[src/rtl/core/pbdc_pkg.sv]
package pbdc_pkg;

	// field widths
	localparam int unsigned ECHO_W     = 15;
	localparam int unsigned DIST_W     = 9;
	localparam int unsigned ELAPSED_W  = 10;
	localparam int unsigned PERIOD_W   = 10;

	// configuration port
	localparam int unsigned PADDR_W    = 3;
	localparam int unsigned PDATA_W    = 32;
	localparam logic        REG_SAMPLE_PERIOD = 1'b0;
	localparam logic [PERIOD_W-1:0] SAMPLE_PERIOD_RST = 10'd100;

	// item commands
	localparam logic CMD_TICK = 1'b0;
	localparam logic CMD_ECHO = 1'b1;

	// echo conversion: floor(us*17/1000) as (us * 17 * ceil(2^29/1000)) >> 29, exact below 359647
	localparam logic [ECHO_W-1:0] ECHO_TIMEOUT_US = 15'd30000;
	localparam int unsigned       ECHO_MULT_W     = 24;
	localparam logic [ECHO_MULT_W-1:0] ECHO_CM_MULT = 24'd9126807;
	localparam int unsigned       ECHO_CM_SHIFT   = 29;
	localparam int unsigned       ECHO_PROD_W     = ECHO_W + ECHO_MULT_W;

	// buzzer ranges
	localparam logic [DIST_W-1:0] NEAR_LIMIT_CM = 9'd5;
	localparam logic [DIST_W-1:0] FAR_LIMIT_CM  = 9'd50;
	localparam logic [ELAPSED_W-1:0] ELAPSED_MAX = 10'd1023;
	localparam int unsigned MIN_INTERVAL_MS = 40;
	localparam int unsigned MAX_INTERVAL_MS = 800;
	localparam int unsigned TAB_IDX_W = 6;
	localparam int unsigned TAB_DEPTH = 1 << TAB_IDX_W;

	typedef logic [ELAPSED_W-1:0] interval_tab_t [TAB_DEPTH];

	// toggle interval per distance, only mid-range entries are meaningful
	function automatic interval_tab_t build_interval_tab();
		interval_tab_t tab;
		for (int i = 0; i < TAB_DEPTH; i++) begin
			if (i > 5 && i < 50)
				tab[i] = ELAPSED_W'(((i - 5) * (MAX_INTERVAL_MS - MIN_INTERVAL_MS)) / 45
					+ MIN_INTERVAL_MS);
			else
				tab[i] = '0;
		end
		return tab;
	endfunction

	localparam interval_tab_t BEEP_INTERVAL = build_interval_tab();

	typedef struct packed {
		logic              cmd;
		logic [ECHO_W-1:0] echo_us;
	} in_item_t;

	typedef struct packed {
		logic              tone_on;
		logic              measure_request;
		logic [DIST_W-1:0] distance_cm;
		logic              no_echo;
	} out_item_t;

	typedef struct packed {
		logic [ELAPSED_W-1:0] sample_elapsed;
		logic [ELAPSED_W-1:0] beep_elapsed;
		logic [DIST_W-1:0]    stored_distance;
		logic                 beep_phase;
		logic                 tone_state;
	} beep_state_t;

endpackage

[src/rtl/core/pbdc_step.sv]
module pbdc_step (
	input  pbdc_pkg::in_item_t            item,
	input  pbdc_pkg::beep_state_t         state,
	input  logic [pbdc_pkg::PERIOD_W-1:0] period,
	output pbdc_pkg::beep_state_t         state_nxt,
	output pbdc_pkg::out_item_t           result
);

	logic [pbdc_pkg::ECHO_PROD_W-1:0] echo_prod;
	logic                             echo_ok;
	logic [pbdc_pkg::DIST_W-1:0]      echo_cm;
	logic [pbdc_pkg::ELAPSED_W:0]     sample_sum;
	logic                             req;
	logic [pbdc_pkg::ELAPSED_W-1:0]   beep_inc;
	logic [pbdc_pkg::ELAPSED_W-1:0]   interval;
	logic [pbdc_pkg::DIST_W-1:0]      d;

	// echo width to centimetres by reciprocal multiply
	assign echo_prod = pbdc_pkg::ECHO_PROD_W'(item.echo_us)
		* pbdc_pkg::ECHO_PROD_W'(pbdc_pkg::ECHO_CM_MULT);
	assign echo_ok   = (item.echo_us != '0) && (item.echo_us <= pbdc_pkg::ECHO_TIMEOUT_US);
	assign echo_cm   = echo_ok
		? echo_prod[pbdc_pkg::ECHO_CM_SHIFT +: pbdc_pkg::DIST_W] : '0;

	// sample period counter
	assign sample_sum = {1'b0, state.sample_elapsed} + 1'b1;
	assign req        = sample_sum >= {1'b0, period};

	// saturating beep counter and interval lookup
	assign d        = state.stored_distance;
	assign beep_inc = (state.beep_elapsed < pbdc_pkg::ELAPSED_MAX)
		? state.beep_elapsed + 1'b1 : state.beep_elapsed;
	assign interval = pbdc_pkg::BEEP_INTERVAL[d[pbdc_pkg::TAB_IDX_W-1:0]];

	// next state
	always_comb begin
		state_nxt = state;
		if (item.cmd == pbdc_pkg::CMD_ECHO) begin
			state_nxt.stored_distance = echo_cm;
		end else begin
			state_nxt.sample_elapsed = req ? '0 : sample_sum[pbdc_pkg::ELAPSED_W-1:0];
			state_nxt.beep_elapsed   = beep_inc;
			if (d != '0 && d <= pbdc_pkg::NEAR_LIMIT_CM) begin
				state_nxt.tone_state = 1'b1;
			end else if (d > pbdc_pkg::NEAR_LIMIT_CM && d < pbdc_pkg::FAR_LIMIT_CM) begin
				if (beep_inc >= interval) begin
					state_nxt.beep_elapsed = '0;
					state_nxt.beep_phase   = ~state.beep_phase;
					state_nxt.tone_state   = ~state.beep_phase;
				end
			end else begin
				state_nxt.tone_state = 1'b0;
			end
		end
	end

	// result item
	always_comb begin
		result.tone_on         = state_nxt.tone_state;
		result.measure_request = (item.cmd == pbdc_pkg::CMD_TICK) && req;
		result.distance_cm     = state_nxt.stored_distance;
		result.no_echo         = (state_nxt.stored_distance == '0);
	end

endmodule

[src/rtl/core/parking_beep_distance_controller.sv]
// channel   | handshake                      | payload
// ----------+--------------------------------+-----------------------------------------
// item      | item_valid / item_ready        | item (cmd, echo_us)
// result    | result_valid / result_ready    | result (tone_on, measure_request, ...)
// config    | psel penable pwrite pready     | paddr, pwdata, prdata (sample_period_ms)
//
// One item per cycle sustained unless the result stalls; each item goes through the input
// register, then one pass of counter, compare and echo multiply logic into the result register.
// Result valid is set as the item moves into the result register; a stalled result delays this.
// A stalled result holds the input register full; item_ready drops only when both are full.
// arst_n clears counters, stored distance and tone state, and sets the period register to 100 ms.
module parking_beep_distance_controller (
	input  logic                          clk,
	input  logic                          arst_n,
	input  logic                          item_valid,
	output logic                          item_ready,
	input  pbdc_pkg::in_item_t            item,
	output logic                          result_valid,
	input  logic                          result_ready,
	output pbdc_pkg::out_item_t           result,
	input  logic                          psel,
	input  logic                          penable,
	input  logic                          pwrite,
	input  logic [pbdc_pkg::PADDR_W-1:0]  paddr,
	input  logic [pbdc_pkg::PDATA_W-1:0]  pwdata,
	output logic [pbdc_pkg::PDATA_W-1:0]  prdata,
	output logic                          pready
);

	pbdc_pkg::in_item_t            item_s1;
	logic                          item_v_s1;
	pbdc_pkg::out_item_t           result_q;
	logic                          result_v_q;
	pbdc_pkg::beep_state_t         state_q;
	pbdc_pkg::beep_state_t         state_nxt;
	pbdc_pkg::out_item_t           step_result;
	logic [pbdc_pkg::PERIOD_W-1:0] period_q;
	logic                          advance;
	logic                          reg_sel;

	// register decode
	assign pready  = 1'b1;
	assign reg_sel = (paddr[pbdc_pkg::PADDR_W-1] == pbdc_pkg::REG_SAMPLE_PERIOD);
	assign prdata  = reg_sel ? pbdc_pkg::PDATA_W'(period_q) : '0;

	always_ff @(posedge clk or negedge arst_n) begin
		if (!arst_n) begin
			period_q <= pbdc_pkg::SAMPLE_PERIOD_RST;
		end else if (psel && penable && pwrite && pready && reg_sel) begin
			period_q <= pwdata[pbdc_pkg::PERIOD_W-1:0];
		end
	end

	// flow control
	assign advance    = item_v_s1 && (!result_v_q || result_ready);
	assign item_ready = !item_v_s1 || advance;

	// input register
	always_ff @(posedge clk or negedge arst_n) begin
		if (!arst_n) begin
			item_v_s1 <= 1'b0;
		end else if (item_ready) begin
			item_v_s1 <= item_valid;
		end
	end

	always_ff @(posedge clk) begin
		if (item_valid && item_ready)
			item_s1 <= item;
	end

	// per-item update
	pbdc_step u_step (
		.item      (item_s1),
		.state     (state_q),
		.period    (period_q),
		.state_nxt (state_nxt),
		.result    (step_result)
	);

	// state and result valid
	always_ff @(posedge clk or negedge arst_n) begin
		if (!arst_n) begin
			state_q    <= '0;
			result_v_q <= 1'b0;
		end else if (advance) begin
			state_q    <= state_nxt;
			result_v_q <= 1'b1;
		end else if (result_ready) begin
			result_v_q <= 1'b0;
		end
	end

	always_ff @(posedge clk) begin
		if (advance)
			result_q <= step_result;
	end

	assign result_valid = result_v_q;
	assign result       = result_q;

	// echo items leave counters and tone untouched
	a_echo_keeps_timing: assert property (@(posedge clk) disable iff (!arst_n)
		advance && item_s1.cmd == pbdc_pkg::CMD_ECHO |=>
		$stable(state_q.sample_elapsed) && $stable(state_q.beep_elapsed)
		&& $stable(state_q.tone_state) && $stable(state_q.beep_phase))
		else $error("echo item changed timing state");

	// a measure request restarts the sample count
	a_request_clears: assert property (@(posedge clk) disable iff (!arst_n)
		advance && step_result.measure_request |=> state_q.sample_elapsed == '0)
		else $error("sample count not cleared on request");

	// steady tone when very close
	a_near_tone: assert property (@(posedge clk) disable iff (!arst_n)
		advance && item_s1.cmd == pbdc_pkg::CMD_TICK && state_q.stored_distance != '0
		&& state_q.stored_distance <= pbdc_pkg::NEAR_LIMIT_CM |=> state_q.tone_state)
		else $error("tone not steady in near range");

	// stored distance stays within conversion range
	a_dist_range: assert property (@(posedge clk) disable iff (!arst_n)
		state_q.stored_distance <= 9'd510)
		else $error("stored distance out of range");

endmodule

[config.mk]
export PLATFORM = sky130hd
export DESIGN_NAME = parking_beep_distance_controller
export DESIGN_NICKNAME = d
export VERILOG_FILES = /design/src/rtl/core/pbdc_pkg.sv /design/src/rtl/core/pbdc_step.sv /design/src/rtl/core/parking_beep_distance_controller.sv
export SDC_FILE = /design/constraint.sdc
export NUM_CORES = 1
export LEC_CHECK = 0
export ABC_AREA = 1
export BUFFER_PORTS_ARGS = -buffer_cell sky130_fd_sc_hd__buf_4
export CAP_MARGIN = 20
export CORE_MARGIN = 2
export CORE_UTILIZATION = 30
export CTS_CLUSTER_DIAMETER = 200
export DETAILED_ROUTE_END_ITERATION = 7
export GPL_ROUTABILITY_DRIVEN = 0
export SLEW_MARGIN = 20
export SYNTH_ARGS = -nofsm -noshare
export SYNTH_HDL_FRONTEND = slang
export SYNTH_SLANG_ARGS = --single-unit
[constraint.sdc]
create_clock -name clk -period 11.4 [get_ports clk]
set_input_delay 1.71 -clock clk [delete_from_list [all_inputs] [get_ports clk]]
set_output_delay 1.71 -clock clk [all_outputs]
set_load 0.1 [all_outputs]
==> impl_metrics.ini <==
[outcome]
status = complete, no violations

[placement]
hpwl_mm = 22.0
port_buffers = 57
place_inst = 1829
placed_area_um2 = 11600

[cells_and_area]
fin_util = 0.335
nFillCells = 3674
fin_cells = 1845
regArea_um2 = 1920
num_antenna_cells = 0
area_delta_synth_final_pct = 10.6
final_cell_area_um2 = 11900
nets = 1736
drive_gt1_frac = 0.0788
multi_input_comb_area_um2 = 7590

[sta]
max_freq_mhz = 170
hold_viol = 0
relSlewSlack = 0.420
worst_slew_pin_slew_ns = 0.869
totalNegativeSetupSlack_ns = 0
fin_worst_skew_ns = 0.00943
fin_crit_ns = 5.90
rsz0062_at_grt = no
final_max_slew_viol_count = 0
setup_viol = 0
post-route-period-util = 0.517

[routing]
dr.pass1.iters = 5
finalWirelength_mm = 25.9
num_vias = 8525
drtAntennaViolNets = 0
routedWlPerCell_um = 14.0
drc = 0
dr.first_iter.drc_count = 370
viasPerCell = 4.62

[critical_path]
cp-start-kind = flip-flop
slowest_stage = edfxtp_1
cp_data_arrival_time_ns = 6.01
slowest_delay_ns = 0.70
crit_family = adder cells
worstSetupPathType = flip-flop to flip-flop
crit_path_frequent_cell = inv_1
worst-path-buf-inv = 7
worstPathRequired_ns = 11.51
worst_setup_path_end_kind = flip-flop
cp_max_fo = 7

[clock_tree]
path_clk_slew_ns = 0.07
cts_resized = 0
cts_buffers = 9
cts_hold_buffers = 0
cts-root-buf = clkbuf_16
clock_latency_ns = 0.36
cts_buffer_depth = 2
post_cts_buffers = 0
cts_num_sinks = 71
h-tree-depth = 3
cts_tree = built

[yosys]
syn_area_um2 = 10700
synth_edf_count = 28
ys_seq_elements = 71
seq_area_frac_synth = 0.179
yosys.area.top_type = ha_1
synth_top_area_share = 0.230
syn_inst = 1327
ys.flop_type = dfrtp_1
synth_cell_type_count = 52
synth_warnings = 0
netlist_top_cells_area = ha_1 23%, fa_1 19%, inv_1 9.7%
synthArstFlopShare = 0.606
synth.most_common_cell = inv_1
syn_avg_cell_area_um2 = 8.09
synthTopCellsByCount = 278 x inv_1, 223 x nand2_1, 197 x ha_1

[floorplan]
fp.dieH_um = 193
die_w_um = 193
io_pins = 105
start_util = 0.303
rows = 69
dieArea_um2 = 37300
core-area_um2 = 35400

[global_route]
grt_overflow_total = 0
grt_usage = 0.150
grt_pass1_vias = 8759
grt_max_degree = 44
grt_pass1_wl_mm = 43.9
antenna_found_initial = 0

[min_path]
hp-class = flip-flop to flip-flop

[flow_run]
cap_violations = 0
-- registers in the layout, indices dropped and copies added (netlist names) --
signal and cells:
item_v_s1 1, state_q 31, period_q 10, result 12, item_s1 16, result_valid 1
-- cell usage in the layout, fill, tap and decap left out, types with 40 or more instances in the layout --
cell type    n
nor2_1     117
fa_1       102
nand2_1    223
dfrtp_1     40
inv_1      278
nand3_1     56
o21ai_0     58
buf_4       58
ha_1       197
a21oi_1     63
-- area by class of cell --
type                            count  share of cell area
Multi-Input combinational cell    954               0.639
Timing Repair Buffer               58              0.0367
Inverter                          285              0.0901
Sequential cell                    71               0.162
Tap cell                          461              0.0486
Clock inverter                      6             0.00369
Clock buffer                       10              0.0201
-- kinds of logic (layout without fill, tap and decap cells) --
kind of cell / count (synthesis) / in the layout / share of synthesized area
AOI/OAI and AO/OA: 163 / 163 / 0.0849
xor gates and xnor gates: 16 / 16 / 0.0131
adders and majority gates: 299 / 299 / 0.420
buffers and inverters: 323 / 359 / 0.122
DFF: 71 / 71 / 0.179
muxes: 1 / 1 / 0.000933
other: 2 / 23 / 0.000700
and+or+nand+nor: 452 / 452 / 0.180
-- worst paths after layout --
kind / cells after the start / startpoint / slack [ns] / endpoint
worst max register to register: 26 / item_s1[9] / 5.50 / result[0]
max in group asynchronous: 1 / arst_n / 9.65 / period_q[3]
worst min-delay path: 1 / state_q[1] / 0.47 / state_q[1]
min in group asynchronous: 1 / arst_n / 1.35 / state_q[16]
worst max-delay path: 26 / item_s1[9] / 5.50 / result[0]
worst min register to register: 1 / state_q[1] / 0.47 / state_q[1]
-- layer usage --
layer,GRT usage,routed length (um),up-vias
met5,0,0,-
met4,0.0358,367,0
met3,0.0217,1180,26
met2,0.263,12400,195
met1,0.194,11900,4040
li1,-,-,4264
-- worst register-to-register path, stage by stage (launching register included) --
cell and delay [ns]:
edfxtp_1 0.70, inv_1 0.23, ha_1 0.33, inv_1 0.08, fa_1 0.49, inv_1 0.06, fa_1 0.44, fa_1 0.52
inv_1 0.06, fa_1 0.53, inv_1 0.06, fa_1 0.53, inv_1 0.04, ha_1 0.31, nand2_1 0.11, inv_1 0.08
a21oi_1 0.26, o21a_1 0.17, nand2_1 0.08, nand2_1 0.09, nand2_1 0.05, nand2_1 0.05, nand3_1 0.11, nand2_2 0.10
nor2_1 0.04, nand3_1 0.09, nor2_2 0.05
-- metrics by stage --
stage	hold WS (ns)	setup WS (ns)
after floorplan	0.442	6.27
after global placement	0.458	5.57
after detailed placement	0.463	5.52
after CTS	0.472	5.53
after global routing	0.478	5.11
final	0.465	5.50
Power is not shown: default switching activity piles up to over one toggle a cycle in this logic, so the estimate is an artifact.
